`src/hdl/bts_pkg.sv`:
```
// ----------------------------------------------------------------------------
// Ballast tank stepper control - package
// Item types, mode and state codes, and saturation helper.
// ----------------------------------------------------------------------------
package bts_pkg;

    // Item modes
    localparam logic [2:0] MODE_FILL_BY   = 3'd0;
    localparam logic [2:0] MODE_DRAIN_BY  = 3'd1;
    localparam logic [2:0] MODE_FILL_TO   = 3'd2;
    localparam logic [2:0] MODE_DRAIN_TO  = 3'd3;
    localparam logic [2:0] MODE_UPDATE    = 3'd4;
    localparam logic [2:0] MODE_FULL_SW   = 3'd5;
    localparam logic [2:0] MODE_EMPTY_SW  = 3'd6;

    // Step rate = (RATE_FACTOR * velocity) >> 8
    localparam int unsigned RATE_FACTOR = 3200;
    localparam logic [15:0] VELOCITY_RESET = 16'd256;

    typedef enum logic [2:0] {
        ST_MID      = 3'd0,
        ST_FILLING  = 3'd1,
        ST_DRAINING = 3'd2,
        ST_FULL     = 3'd3,
        ST_EMPTY    = 3'd4
    } t_tank_state;

    typedef struct packed {
        logic [2:0]         mode;
        logic [23:0]        amount;
        logic signed [31:0] target_volume;
        logic [31:0]        finished_steps;
    } t_in_item;

    typedef struct packed {
        logic               cmd_valid;
        logic               cmd_direction;
        logic [31:0]        cmd_steps;
        logic [19:0]        cmd_rate;
        logic               stop_motor;
        logic [2:0]         tank_status;
        logic signed [31:0] current_volume;
    } t_out_item;

    // Clamp a 34-bit signed value to the signed 32-bit range
    function automatic logic signed [31:0] sat32(input logic signed [33:0] v);
        logic signed [31:0] r;
        if (v > 34'sh0_7FFF_FFFF) begin
            r = 32'sh7FFF_FFFF;
        end else if (v < -34'sh0_8000_0000) begin
            r = 32'sh8000_0000;
        end else begin
            r = v[31:0];
        end
        return r;
    endfunction

endpackage

```
`src/hdl/bts_core.sv`:
```
// ----------------------------------------------------------------------------
// Ballast tank stepper control - core
// Input register, tank state and the single-pass command/update logic.
// ----------------------------------------------------------------------------
module bts_core (
    input  logic              i_clk,
    input  logic              i_rst_n,
    input  logic              i_cfg_we,
    input  logic [15:0]       i_cfg_wdata,
    input  logic              i_in_valid,
    input  bts_pkg::t_in_item i_in_item,
    output logic              o_in_stall,
    output logic              o_res_valid,
    output bts_pkg::t_out_item o_res_item,
    input  logic              i_res_ready
);
    import bts_pkg::*;

    logic               r_in_vld;
    t_in_item           r_in;
    logic [15:0]        r_velocity;
    t_tank_state        r_tank_state, n_tank_state;
    logic signed [31:0] r_volume, n_volume;
    logic signed [31:0] r_target, n_target;
    logic [31:0]        r_last_steps, n_last_steps;
    logic               r_pend_full, n_pend_full;
    logic               r_pend_empty, n_pend_empty;

    logic               w_advance;
    logic               w_issue;
    logic               w_stop;
    logic signed [33:0] w_vol34;
    logic signed [31:0] w_fill_tgt, w_drain_tgt;
    logic [31:0]        w_delta;
    logic signed [31:0] w_vol_add, w_vol_sub;
    logic signed [32:0] w_diff;
    logic [32:0]        w_mag;
    logic [27:0]        w_rate_prod;

    // Item leaves the input register when the output side can take it
    assign w_advance   = r_in_vld && i_res_ready;
    assign o_in_stall  = r_in_vld && !i_res_ready;
    assign o_res_valid = r_in_vld;

    // Input register
    always_ff @(posedge i_clk) begin
        if (!i_rst_n) begin
            r_in_vld <= 1'b0;
        end else if (!o_in_stall) begin
            r_in_vld <= i_in_valid;
        end
        if (!o_in_stall && i_in_valid) begin
            r_in <= i_in_item;
        end
    end

    // Velocity register
    always_ff @(posedge i_clk) begin
        if (!i_rst_n) begin
            r_velocity <= VELOCITY_RESET;
        end else if (i_cfg_we) begin
            r_velocity <= i_cfg_wdata;
        end
    end

    // Saturated candidates
    assign w_vol34     = 34'(r_volume);
    assign w_fill_tgt  = sat32(w_vol34 + $signed({10'd0, r_in.amount}));
    assign w_drain_tgt = sat32(w_vol34 - $signed({10'd0, r_in.amount}));
    assign w_delta     = r_in.finished_steps - r_last_steps;
    assign w_vol_add   = sat32(w_vol34 + $signed({2'd0, w_delta}));
    assign w_vol_sub   = sat32(w_vol34 - $signed({2'd0, w_delta}));

    // Next state
    always_comb begin
        n_tank_state = r_tank_state;
        n_volume     = r_volume;
        n_target     = r_target;
        n_last_steps = r_last_steps;
        n_pend_full  = r_pend_full;
        n_pend_empty = r_pend_empty;
        w_issue      = 1'b0;
        w_stop       = 1'b0;
        case (r_in.mode)
            MODE_FILL_BY: begin
                if (r_in.amount != 24'd0 && r_tank_state != ST_FULL) begin
                    n_target     = w_fill_tgt;
                    n_tank_state = ST_FILLING;
                    w_issue      = 1'b1;
                end
            end
            MODE_DRAIN_BY: begin
                if (r_in.amount != 24'd0 && r_tank_state != ST_EMPTY) begin
                    n_target     = w_drain_tgt;
                    n_tank_state = ST_DRAINING;
                    w_issue      = 1'b1;
                end
            end
            MODE_FILL_TO: begin
                if (r_tank_state != ST_FULL) begin
                    n_target = r_in.target_volume;
                    w_issue  = 1'b1;
                end
            end
            MODE_DRAIN_TO: begin
                if (r_tank_state != ST_EMPTY) begin
                    n_target = r_in.target_volume;
                    w_issue  = 1'b1;
                end
            end
            MODE_UPDATE: begin
                if (r_pend_full) begin
                    // full wins; a pending empty waits for a later tick
                    n_pend_full  = 1'b0;
                    n_tank_state = ST_FULL;
                    n_last_steps = 32'd0;
                    w_stop       = 1'b1;
                end else if (r_pend_empty) begin
                    n_pend_empty = 1'b0;
                    n_tank_state = ST_EMPTY;
                    n_volume     = 32'sd0;
                    n_last_steps = 32'd0;
                    w_stop       = 1'b1;
                end else if (r_in.finished_steps != 32'd0) begin
                    if (r_tank_state == ST_DRAINING) begin
                        n_volume = w_vol_sub;
                    end else if (r_tank_state == ST_FILLING) begin
                        n_volume = w_vol_add;
                    end
                    n_last_steps = r_in.finished_steps;
                end else begin
                    // motor idle: moving states fall back to mid
                    if (r_tank_state == ST_FILLING || r_tank_state == ST_DRAINING) begin
                        n_tank_state = ST_MID;
                    end
                    n_last_steps = 32'd0;
                end
            end
            MODE_FULL_SW: begin
                n_pend_full = 1'b1;
            end
            MODE_EMPTY_SW: begin
                n_pend_empty = 1'b1;
            end
            default: begin
            end
        endcase
    end

    // Command fields from the new target and the pre-item volume
    assign w_diff      = 33'(n_target) - 33'(r_volume);
    assign w_mag       = w_diff[32] ? 33'(-w_diff) : 33'(w_diff);
    assign w_rate_prod = 28'(r_velocity) * 28'(RATE_FACTOR);

    // Result item
    always_comb begin
        o_res_item                = '0;
        o_res_item.stop_motor     = w_stop;
        o_res_item.tank_status    = n_tank_state;
        o_res_item.current_volume = n_volume;
        if (w_issue) begin
            o_res_item.cmd_valid     = 1'b1;
            o_res_item.cmd_direction = !w_diff[32] && (w_diff != 33'sd0);
            o_res_item.cmd_steps     = w_mag[31:0];
            o_res_item.cmd_rate      = w_rate_prod[27:8];
        end
    end

    // State registers
    always_ff @(posedge i_clk) begin
        if (!i_rst_n) begin
            r_tank_state <= ST_MID;
            r_volume     <= 32'sd0;
            r_target     <= 32'sd0;
            r_last_steps <= 32'd0;
            r_pend_full  <= 1'b0;
            r_pend_empty <= 1'b0;
        end else if (w_advance) begin
            r_tank_state <= n_tank_state;
            r_volume     <= n_volume;
            r_target     <= n_target;
            r_last_steps <= n_last_steps;
            r_pend_full  <= n_pend_full;
            r_pend_empty <= n_pend_empty;
        end
    end

endmodule

```
`src/hdl/bts_out.sv`:
```
// ----------------------------------------------------------------------------
// Ballast tank stepper control - result register
// Holds one result item toward the receiver; refills while it drains.
// ----------------------------------------------------------------------------
module bts_out (
    input  logic               i_clk,
    input  logic               i_rst_n,
    input  logic               i_valid,
    input  bts_pkg::t_out_item i_item,
    output logic               o_ready,
    output logic               o_valid,
    output bts_pkg::t_out_item o_item,
    input  logic               i_stall
);
    import bts_pkg::*;

    logic      r_vld;
    t_out_item r_item;

    // Empty, or the held item leaves this cycle
    assign o_ready = !r_vld || !i_stall;
    assign o_valid = r_vld;
    assign o_item  = r_item;

    always_ff @(posedge i_clk) begin
        if (!i_rst_n) begin
            r_vld <= 1'b0;
        end else if (o_ready) begin
            r_vld <= i_valid;
        end
        if (o_ready && i_valid) begin
            r_item <= i_item;
        end
    end

endmodule

```
`src/hdl/ballast_tank_stepper_control.sv`:
```
// ----------------------------------------------------------------------------
// Ballast tank stepper control - top level
// Tracks one stepper-driven ballast tank in motor steps and issues moves.
// ----------------------------------------------------------------------------
// Usage:
//   Input channel (i_in_valid / o_in_stall / i_in_item): one item per
//   command, limit-switch event or update tick. Output channel
//   (o_out_valid / i_out_stall / o_out_item): exactly one result item per
//   input item, in order. An item moves when valid is high and stall low.
//   Velocity (8.8 ml/s) is written through i_cfg_we / i_cfg_wdata while
//   the block is idle; it sets the step rate of later move commands.
//   Path: an accepted item is held in the input register, then in the
//   result register, from which the receiver takes it.
//   Throughput: one item per cycle while i_out_stall is low; the tank state
//   update, target saturation and |target - volume| all sit in the single
//   logic stage between the two registers.
//   Reset: tank goes to mid, volume/target/step count zero, no pending
//   limit events, velocity 1.0; both item registers empty.
//   Receiver stall: the result register holds; the input register keeps
//   its item, and o_in_stall rises only once both registers are full.
// ----------------------------------------------------------------------------
module ballast_tank_stepper_control (
    input  logic               i_clk,
    input  logic               i_rst_n,
    input  logic               i_cfg_we,
    input  logic [15:0]        i_cfg_wdata,
    input  logic               i_in_valid,
    output logic               o_in_stall,
    input  bts_pkg::t_in_item  i_in_item,
    output logic               o_out_valid,
    input  logic               i_out_stall,
    output bts_pkg::t_out_item o_out_item
);
    import bts_pkg::*;

    logic      w_res_valid;
    logic      w_res_ready;
    t_out_item w_res_item;

    bts_core u_core (
        .i_clk       (i_clk),
        .i_rst_n     (i_rst_n),
        .i_cfg_we    (i_cfg_we),
        .i_cfg_wdata (i_cfg_wdata),
        .i_in_valid  (i_in_valid),
        .i_in_item   (i_in_item),
        .o_in_stall  (o_in_stall),
        .o_res_valid (w_res_valid),
        .o_res_item  (w_res_item),
        .i_res_ready (w_res_ready)
    );

    bts_out u_out (
        .i_clk   (i_clk),
        .i_rst_n (i_rst_n),
        .i_valid (w_res_valid),
        .i_item  (w_res_item),
        .o_ready (w_res_ready),
        .o_valid (o_out_valid),
        .o_item  (o_out_item),
        .i_stall (i_out_stall)
    );

endmodule

```
`config.mk`:
```
export PLATFORM = sky130hd
export DESIGN_NAME = ballast_tank_stepper_control
export DESIGN_NICKNAME = d
export VERILOG_FILES = /design/src/hdl/bts_pkg.sv /design/src/hdl/bts_core.sv /design/src/hdl/bts_out.sv /design/src/hdl/ballast_tank_stepper_control.sv
export SDC_FILE = /design/constraint.sdc
export NUM_CORES = 1
export LEC_CHECK = 0
export BUFFER_PORTS_ARGS = -buffer_cell sky130_fd_sc_hd__buf_2
export CAP_MARGIN = 5
export CORE_UTILIZATION = 45
export DETAILED_ROUTE_END_ITERATION = 6
export PLACE_DENSITY = 0.64
export SYNTH_ARGS = -nofsm -noshare
export SYNTH_HDL_FRONTEND = slang
export SYNTH_SLANG_ARGS = --single-unit
```
`constraint.sdc`:
```
create_clock -name i_clk -period 14.04 [get_ports i_clk]
set_clock_uncertainty 0.15 [all_clocks]
set_input_delay 1.404 -clock i_clk [delete_from_list [all_inputs] [get_ports i_clk]]
set_output_delay 1.404 -clock i_clk [all_outputs]
set_load 0.01 [all_outputs]
```
# Word-level counts from Yosys, hierarchy flattened
# Index checks and enable logic that the tools add are counted.
totals:
  register_bits: 300
  in_bits: 112
  output_inout_bits: 92
  word_cells: 110
classes:
  n_addsub: 7
  n_mul: 1
  order_cmp: 8
  eq_ne: 11
  muxes: 41
  reduce_logical: 22
op_table:
  columns: ["op", "count"]
  rows:
  - ["$mux 32", 22]
  - ["$gt 34x32->1 const B", 4]
  - ["$lt 34x32->1 const B", 4]
  - ["$pmux 32 s4", 1]
  - ["$mux 54", 1]
  - ["$add 32x33->34", 1]
  - ["$sub 32x33->34", 1]
  - ["$add 32x25->33", 1]
  - ["$reduce_bool 33->1", 1]
  - ["$sub 32x25->33", 1]
  - ["$sub 32x32->33", 1]
  - ["$neg 32->32", 1]
  - ["$reduce_bool 32->1", 1]
  - ["$sub 32x32->32", 1]
  - ["$reduce_bool 24->1", 1]
  - ["$mul 16x5->21 const B", 1]
  - ["$mux 3", 6]
  - ["$eq 3x2->1 const B", 3]
  - ["$eq 3x3->1 const B", 3]
  - ["$pmux 3 s3", 1]
  - ["$mux 1", 7]
  - ["$eq 3x1->1 const B", 2]
  - ["$logic_and 1x1->1", 6]
  - ["$logic_not 1->1", 5]
  - ["10 further kinds", 14]

# Longest topological paths before layout
# Gate-level depths: netlist of the first run.
depth:
  word_depth: 11
  mapped_depth: 29

# Hierarchy
# Synthesis of the first run repeated with hierarchy kept, for this count alone.
hier_totals:
  hier_cells: 3117
  hier_area_um2: 25866.1
modules_own_cells:
  columns: ["module", "instances", "cells_per_inst", "area_each_um2", "seq_area_each_um2"]
  rows:
  - ["bts_core", 1, 3022, 23122.2, 5094.9]
  - ["bts_out", 1, 95, 2743.9, 2722.6]

# Least setup slack after synthesis of the first run
# No wires, ideal clock.
synth_path:
  kind: "register -> register"
  startpoint: "register u_core.r_volume[1]"
  endpoint: "register u_out.r_item (netlist bit u_out.o_item[88]), data pin"
  setup_ns: 0.261
  arrival_ns: 6.401
  required_ns: 13.629
  setup_slack_ns: 7.229
  path_stages_with_launch: 27
  path_cell_list: "dfxtp_1 -> inv_1 -> fa_1 -> nor2b_1 -> o31a_1 -> o211ai_1 -> and4_1 -> o32ai_1 -> nor3_1 -> nor3_2 -> clkbuf_1 -> nand3_1 -> a32o_1 -> nand2_1 -> ha_1 -> clkbuf_1 -> and3_1 -> a41o_1 -> a21oi_1 -> o21ai_0 -> o21ai_0 -> mux2_2 -> nor4_1 -> and4_1 -> and2_1 -> nand2_1 -> o311a_1"
synth_via:
  elab_chain_len: 9
synth_lines:
  columns: ["item", "line_no", "text"]
  rows:
  - ["start, declared", "bts_core.sv:23", "logic signed [31:0] r_volume, n_volume;"]
  - ["start signal, assigned", "bts_core.sv:180", "r_volume <= n_volume;"]
  - ["$sub 32x25->33 or $add 32x25->33 (tied branches)", "bts_core.sv:69, bts_core.sv:68", null]
  - ["$lt 34x32->1", "bts_pkg.sv:50", "end else if (v < -34'sh0_8000_0000) begin"]
  - ["$mux 32", "bts_pkg.sv:50", null]
  - ["$mux 32", "bts_pkg.sv:48", "if (v > 34'sh0_7FFF_FFFF) begin"]
  - ["$mux 32, on equally long branches", "bts_core.sv:93, bts_core.sv:86", null]
  - ["$pmux 32 s4 *", "bts_core.sv:84", "case (r_in.mode)"]
  - ["named net u_core.n_target[9]", "bts_core.sv:24", "logic signed [31:0] r_target, n_target;"]
  - ["$sub 32x32->33 *", "bts_core.sv:151", "assign w_diff = 33'(n_target) - 33'(r_volume);"]
  - ["$reduce_bool 33->1 or $logic_not 1->1 (tied branches)", "bts_core.sv:163", "o_res_item.cmd_direction = !w_diff[32] && (w_diff != 33'sd0);"]
  - ["$logic_and 1x1->1 *", "bts_core.sv:163", null]
  - ["end signal, assigned", "bts_out.sv:32", "r_item <= i_item;"]
  - ["end, declared", "bts_out.sv:18", "t_out_item r_item;"]
# Mark *: on every way through the listed nets, which the timed path passes. The rest lies on a longest branch.
# A chain may end at the register's enable or synchronous reset.

# Worst setup path after layout of the first run
layout_path:
  startpoint: "register u_core.r_volume[1]"
  endpoint: "register u_out.r_item (netlist bit u_out.o_item[88]), data pin"
layout_via:
  elab_chain_len: 9
layout_lines:
  columns: ["item", "line_no"]
  rows:
  - ["$sub 32x25->33 or $add 32x25->33 (tied branches)", "bts_core.sv:69, bts_core.sv:68"]
  - ["$lt 34x32->1", "bts_pkg.sv:50"]
  - ["$mux 32", "bts_pkg.sv:50"]
  - ["$mux 32", "bts_pkg.sv:48"]
  - ["$mux 32, on equally long branches", "bts_core.sv:93, bts_core.sv:86"]
  - ["$pmux 32 s4", "bts_core.sv:84"]
  - ["$sub 32x32->33 *", "bts_core.sv:151"]
  - ["$reduce_bool 33->1 or $logic_not 1->1 (tied branches)", "bts_core.sv:163"]
  - ["$logic_and 1x1->1 *", "bts_core.sv:163"]
# Every way passes the cells marked *; elsewhere a longest branch is shown, timed or not.

==> impl_metrics.json, run 1 <==
{
  "fp.dieH_um": 237,
  "synth_warnings": 0,
  "wirelength_mm": 79.8,
  "core-area_sq_mm": 0.0541,
  "grt_usage": 0.277,
  "ant_nets": 0,
  "synthFlopType": "edfxtp_1",
  "antenna_found_initial": 3,
  "synth.most_common_cell": "inv_1",
  "ys_ff_latch": 300,
  "startpoint": "u_core.r_volume[1]",
  "nFillCells": 5121,
  "synth_enable_flop_cells": 181,
  "cp_max_fo": 10,
  "rows": 85,
  "multi_input_area_sq_mm": 0.0156,
  "synth_xor_area_frac": 0.0621,
  "syn2layout_area_growth_pct": 11.7,
  "rsz0062_at_grt": "false",
  "initial_core_util": 0.459,
  "drt_first_pass_iters": 7,
  "grt_pass1_vias": 21400,
  "relSlewSlack": 0.224,
  "netlist_top_cells_count": "241 x inv_1, 231 x ha_1, 219 x nor2_1, 202 x o21ai_0, 197 x nand2_1",
  "ys_top_cells_by_area": "edfxtp_1 22%, ha_1 12%, dfxtp_1 9.6%",
  "yosysTopAreaCellShare": 0.219,
  "synthMuxAreaShare": 0.0106,
  "cts_buffer_depth": 3,
  "cts_resized": 0,
  "tritoncts": "built",
  "worst_ep_arrival_time_ns": 9.00,
  "max_freq_ghz": 0.113,
  "slowest_stage": "a2111oi_0",
  "period_share": 0.629,
  "avgRoutedWirePerCell_um": 21.2,
  "fin_nets": 3391,
  "yosys.area_share.simple": 0.174,
  "synth_top_family_by_area": "compound AO/OA/AOI/OAI gates",
  "clockRootBuffer": "clkbuf_16",
  "syn_nets": 3268,
  "dieArea_sq_mm": 0.0561,
  "cp_common_cell": "o21ai_0",
  "final.setup.worst_slack_ns": 5.21,
  "start_kind": "flop",
  "netlist_instances": 2908,
  "vias_per_cell": 5.97,
  "holdCritStartpoint": "u_core.r_target[31]",
  "fin_crit_ns": 8.83,
  "cpLargestDelayFamily": "compound AO/OA/AOI/OAI gates",
  "tns_ns": 0,
  "seqCellArea_sq_mm": 0.00782,
  "post_cts_buffers": 0,
  "hold_class": "reg2reg",
  "synth_largest_area_cell": "edfxtp_1",
  "portBuffers": 203,
  "finalHoldViolations": 0,
  "ys_types": 96,
  "critPathMaxStageDelay_ns": 0.95,
  "cts.sinks": 300,
  "synth_area_per_cell_sq_um": 8.54,
  "violations": "DRC",
  "outcome": "finished, violations left",
  "async_flop_share": 0,
  "grt_pass1_wl_mm": 122,
  "synth-compound-area-share": 0.248,
  "h-tree-depth": 2,
  "power_leakage_nw": 11.6,
  "drc": 1,
  "routabilityCongestion": 0.938,
  "grt_start_max_net_pins": 93,
  "clk_latency_ns": 0.58,
  "drv_cap": 0,
  "r2r_start": "u_core.r_volume[1]",
  "clk_pin_slew_ns": 0.06,
  "slew_viol_final": 0,
  "synth-adder-area-share": 0.130,
  "path_buf_inv": 0,
  "drtIter0Drc": 1851,
  "holdBufCountCts": 0,
  "fp.dieW_um": 237,
  "ir_drop_uv": 97.8,
  "io_pins": 204,
  "hpwl_mm": 62.4,
  "pre_cts_slack_ns": 5.29,
  "setup_viol": 0,
  "num_vias": 22400,
  "worst_pin_slew_ns": 1.16,
  "cp.required_ns": 14.21,
  "powerDensity_mw_per_mm2": 98.7,
  "overflow": 0,
  "drive_gt1_frac": 0.118,
  "endpoint_kind": "flop",
  "syn_area_sq_mm": 0.0248,
  "cts_buffers": 38,
  "crit_type": "reg2reg",
  "yosysSeqAreaShare": 0.315
}
==> stage by stage <==
| step | instances | hold slack, ns | utilization | area [sq um] | power, mW |
|---|---|---|---|---|---|
| 5_1_grt | 3759 | 0.393 | 0.512 | 27700 | 2.87 |
| 3_3_place_gp | 3687 | 0.335 | 0.488 | 26400 | 1.69 |
| 4_1_cts | 3757 | 0.350 | 0.512 | 27700 | 2.75 |
| 2_1_floorplan | 2908 | 0.320 | - | 24800 | 1.52 |
| 6_report | 3760 | 0.349 | 0.512 | 27700 | 2.74 |
| 3_5_place_dp | 3687 | 0.342 | 0.488 | 26400 | 1.70 |
==> worst paths after layout <==
path / endpoint / slack, ns / cells past startpoint
setup reg to reg: u_out.o_item[88] / 5.21 / 25
hold reg to reg: u_core.r_target[31] / 0.35 / 2
setup / recovery: u_out.o_item[88] / 5.21 / 25
hold / removal: u_core.r_target[31] / 0.35 / 2
==> final cells by class <==
type | instances | share of cell area
multi-input combinational | 2216 | 0.561
sequential | 300 | 0.282
timing repair buffer | 231 | 0.0442
clock buffer | 54 | 0.0398
inverter | 244 | 0.0332
tap | 696 | 0.0314
clock inverter | 16 | 0.00812
antenna | 3 | 0.000271
==> worst register-to-register path: stages (launching register included) <==
cell and delay [ns]:
dfxtp_1 0.75, ha_1 0.36, nand2b_1 0.14, a21oi_1 0.19, o21ai_0 0.15, nand3_1 0.19, nand3_1 0.20, a2111oi_0 0.95
nor3_1 0.38, o31ai_2 0.72, a21oi_1 0.19, a221o_1 0.31, nor2_1 0.10, ha_1 0.20, fa_1 0.27, nor2b_4 0.07
o31a_4 0.31, nor4_1 0.36, o21ai_0 0.32, o21ai_0 0.36, mux2_2 0.38, nor4_1 0.58, and4_1 0.38, and2_1 0.17
nand2_1 0.06, o311a_1 0.34
==> layout by cell type, fill, tap and decap left out, types with 38 or more instances in the layout <==
cell       netlist  final
clkbuf_16        0     41
nor2_1         219    219
nand3_1         53     52
xor2_1          58     58
a22o_1          39     39
nand2b_1        44     44
nor3_1          77     75
nor4_1          39     38
dfxtp_1        119    119
edfxtp_1       181    181
a21oi_1        196    195
a22oi_1         39     39
nand2_1        197    197
a31oi_1         41     41
inv_1          241    240
a21o_1          60     60
buf_2           21    203
o21ai_0        202    199
ha_1           231    231
xnor2_1        118    118
nor2b_1         79     78
==> registers in the layout, indices dropped and copies added, names as in the netlist, 3 cells and up <==
register / count
u_core.r_in: 91
u_out.o_item: 90
u_core.r_last_steps: 32
u_core.r_target: 32
u_core.r_tank_state: 3
u_core.r_velocity: 16
u_core.r_volume: 32
==> report_power, final <==
| group | leakage, nW | internal (mW) | switching [mW] | total [mW] |
|---|---|---|---|---|
| registers | 2.73 | 0.990 | 0.0290 | 1.02 |
| logic | 8.22 | 0.256 | 0.416 | 0.672 |
| clock network | 0.640 | 0.644 | 0.404 | 1.05 |
| total | 11.6 | 1.89 | 0.848 | 2.74 |
==> kinds of logic after synthesis <==
group,after synthesis
AO/OA/AOI/OAI,901
XOR/XNOR,176
adder cells (fa/ha/maj),248
buffers and inverters,392
flip-flops,300
multiplexers,26
AND/OR/NAND/NOR,865
==> metal layers <==
metal | track usage | up-vias | part of all wire
li1 | - | 10900 | -
met4 | 0.111 | 0 | 0.037
met3 | 0.0309 | 149 | 0.049
met5 | 0 | - | 0
met2 | 0.483 | 738 | 0.48
met1 | 0.349 | 10700 | 0.43
(Power assumes the default switching activity.)
==> inputs of run 2 (changes only) <==
--- a/config.mk
+++ b/config.mk
@@ -9,7 +9,7 @@
 export CAP_MARGIN = 5
 export CORE_UTILIZATION = 45
 export DETAILED_ROUTE_END_ITERATION = 6
-export PLACE_DENSITY = 0.64
+export PLACE_DENSITY = 0.66
 export SYNTH_ARGS = -nofsm -noshare
 export SYNTH_HDL_FRONTEND = slang
 export SYNTH_SLANG_ARGS = --single-unit
==> constraint.sdc (replaced) <==
create_clock -name i_clk -period 7.47 [get_ports i_clk]
set_clock_uncertainty 0.15 [all_clocks]
set_input_delay 0.747 -clock i_clk [delete_from_list [all_inputs] [get_ports i_clk]]
set_output_delay 0.747 -clock i_clk [all_outputs]
set_load 0.01 [all_outputs]
==> impl_metrics.json, run 2 (synthesis results as in run 1) <==
{
  "power_frac_seq": 0.361,
  "final_area_sq_mm": 0.0293,
  "power_leakage_nw": 12.6,
  "worst_ep_arrival_time_ns": 7.26,
  "ir_drop_uv": 190,
  "p_sw_mw": 1.62,
  "intPower_mw": 3.69,
  "portBuffers": 203,
  "routabilityCongestion": 0.989,
  "ant_nets": 0,
  "grt_usage": 0.287,
  "num_vias": 23300,
  "ff2ff_setup_slack_ns": 0.37,
  "tritoncts": "built",
  "fin_crit_ns": 7.10,
  "drt_first_pass_iters": 6,
  "post_cts_buffers": 0,
  "antenna_found_initial": 0,
  "cp_max_fo": 7,
  "grt_pass1_vias": 22600,
  "syn2layout_area_growth_pct": 18.1,
  "cts.sinks": 300,
  "drv_cap": 0,
  "avgRoutedWirePerCell_um": 20.8,
  "grt_pass1_wl_mm": 127,
  "placed_area_sq_mm": 0.0279,
  "power_mw": 5.31,
  "io_pins": 204,
  "vias_per_cell": 5.90,
  "drc": 0,
  "clk_pin_slew_ns": 0.06,
  "drive_gt1_frac": 0.176,
  "fp.dieW_um": 237,
  "r2r_start": "u_core.r_volume[6]",
  "cts_buffer_depth": 3,
  "slew_viol_final": 0,
  "cts_buffers": 37,
  "multi_input_area_sq_mm": 0.0156,
  "clockRootBuffer": "clkbuf_16",
  "endpoint_kind": "flop",
  "overflow": 0,
  "diodes": 0,
  "period_share": 0.950,
  "max_freq_ghz": 0.141,
  "largest_register_ffs": 91,
  "combPwrFrac": 0.267,
  "fin_nets": 3584,
  "dieArea_sq_mm": 0.0561,
  "finalHoldViolations": 0,
  "powerDensity_mw_per_mm2": 181,
  "grt_start_max_net_pins": 85,
  "hold_class": "in2reg",
  "start_kind": "flop",
  "rsz0062_at_grt": "false",
  "nFillCells": 5011,
  "hpwl_mm": 65.2,
  "wirelength_mm": 82.2,
  "final_common_cell": "inv_1",
  "worst_pin_slew_ns": 1.04,
  "drtIter0Drc": 1738,
  "startpoint": "u_core.r_volume[6]",
  "relSlewSlack": 0.304,
  "worst_hold_slack_ns": 0.191,
  "initial_core_util": 0.459,
  "top_register": "u_core.r_in",
  "reg2regPathDepth": 26,
  "setup_viol": 0,
  "core-area_sq_mm": 0.0541,
  "cp.required_ns": 7.63,
  "h-tree-depth": 2,
  "fp.dieH_um": 237,
  "clkPwrFrac": 0.372,
  "seqCellArea_sq_mm": 0.00782,
  "outcome": "finished, final reports clean",
  "clk_latency_ns": 0.58,
  "mostFrequentLayoutCells": "240 x inv_1, 229 x ha_1, 217 x nor2_1, 216 x buf_4, 203 x buf_2",
  "p_sw_frac": 0.305,
  "worstSetupEndpoint": "u_out.o_item[88]",
  "crit_type": "reg2reg",
  "holdCritStartpoint": "i_in_item[5]",
  "rows": 85,
  "rr_endpoint": "u_out.o_item[88]"
}
-- run 2: how the worst min path moves through the flow --
stage,to,depth (start not counted)
6_report,u_core.r_in[5],1
5_1_grt,u_core.r_in[5],1
4_1_cts,u_core.r_in[5],1
3_5_place_dp,u_core.r_target[31],2
3_3_place_gp,u_core.r_target[31],2
2_1_floorplan,u_core.r_target[31],2
-- run 2: stage by stage --
stage | cells | setup TNS [ns] | utilization | setup WS, ns
floorplan | 2908 | 0 | - | 0.659
global placement | 3881 | -1.59 | 0.516 | -0.124
detailed placement | 3881 | -3.07 | 0.516 | -0.205
CTS | 3947 | 0 | 0.540 | 0.0172
global route | 3947 | 0 | 0.542 | 0.00255
finish | 3947 | 0 | 0.542 | 0.371
-- run 2: repair_timing --
item	CTS	global route
pin swaps	0	1
setup endpoints to repair	30	75
hold buffers	0	0
gates resized for setup	2	23
-- run 2: cell type report --
type                       count  share of cell area
timing repair buffer         425              0.0940
sequential                   300               0.266
clock buffer                  47              0.0353
tap                          696              0.0297
clock inverter                19              0.0101
multi-input combinational   2216               0.533
inverter                     244              0.0314
-- run 2: power groups by stage --
stage               clock, mW  sequential, mW  combinational, mW
detailed placement          0            1.95               1.40
finish                   1.97            1.92               1.42
global placement            0            1.95               1.37
global route             2.06            1.92               1.56
CTS                      2.01            1.92               1.40
floorplan                   0            1.95              0.910
-- run 2: critical path, cell delays in order (launching register included) --
cell and delay [ns]:
dfxtp_1 0.36, buf_4 0.21, ha_1 0.23, nor2b_1 0.16, nor4_1 0.44, a211oi_1 0.18
o21a_1 0.24, o31a_1 0.33, o21ai_1 0.27, nand3_1 0.19, o31ai_2 0.30, a21oi_1 0.11
a221o_1 0.29, nor2_1 0.11, ha_1 0.20, fa_1 0.25, nor2b_4 0.06, o31a_4 0.30
o21ai_1 0.14, or3b_1 0.39, a2111o_1 0.47, or4b_4 0.53, nor3_4 0.24, nand3_2 0.15
inv_1 0.12, nand2_1 0.05, o311a_1 0.35
-- run 2: per-layer routing --
| metal | vias to the layer above | track usage | part of all wire |
|---|---|---|---|
| li1 | 11200 | - | - |
| met1 | 11100 | 0.352 | 0.42 |
| met2 | 778 | 0.505 | 0.49 |
| met3 | 194 | 0.0304 | 0.048 |
| met4 | 0 | 0.131 | 0.047 |
| met5 | - | 0 | 0 |
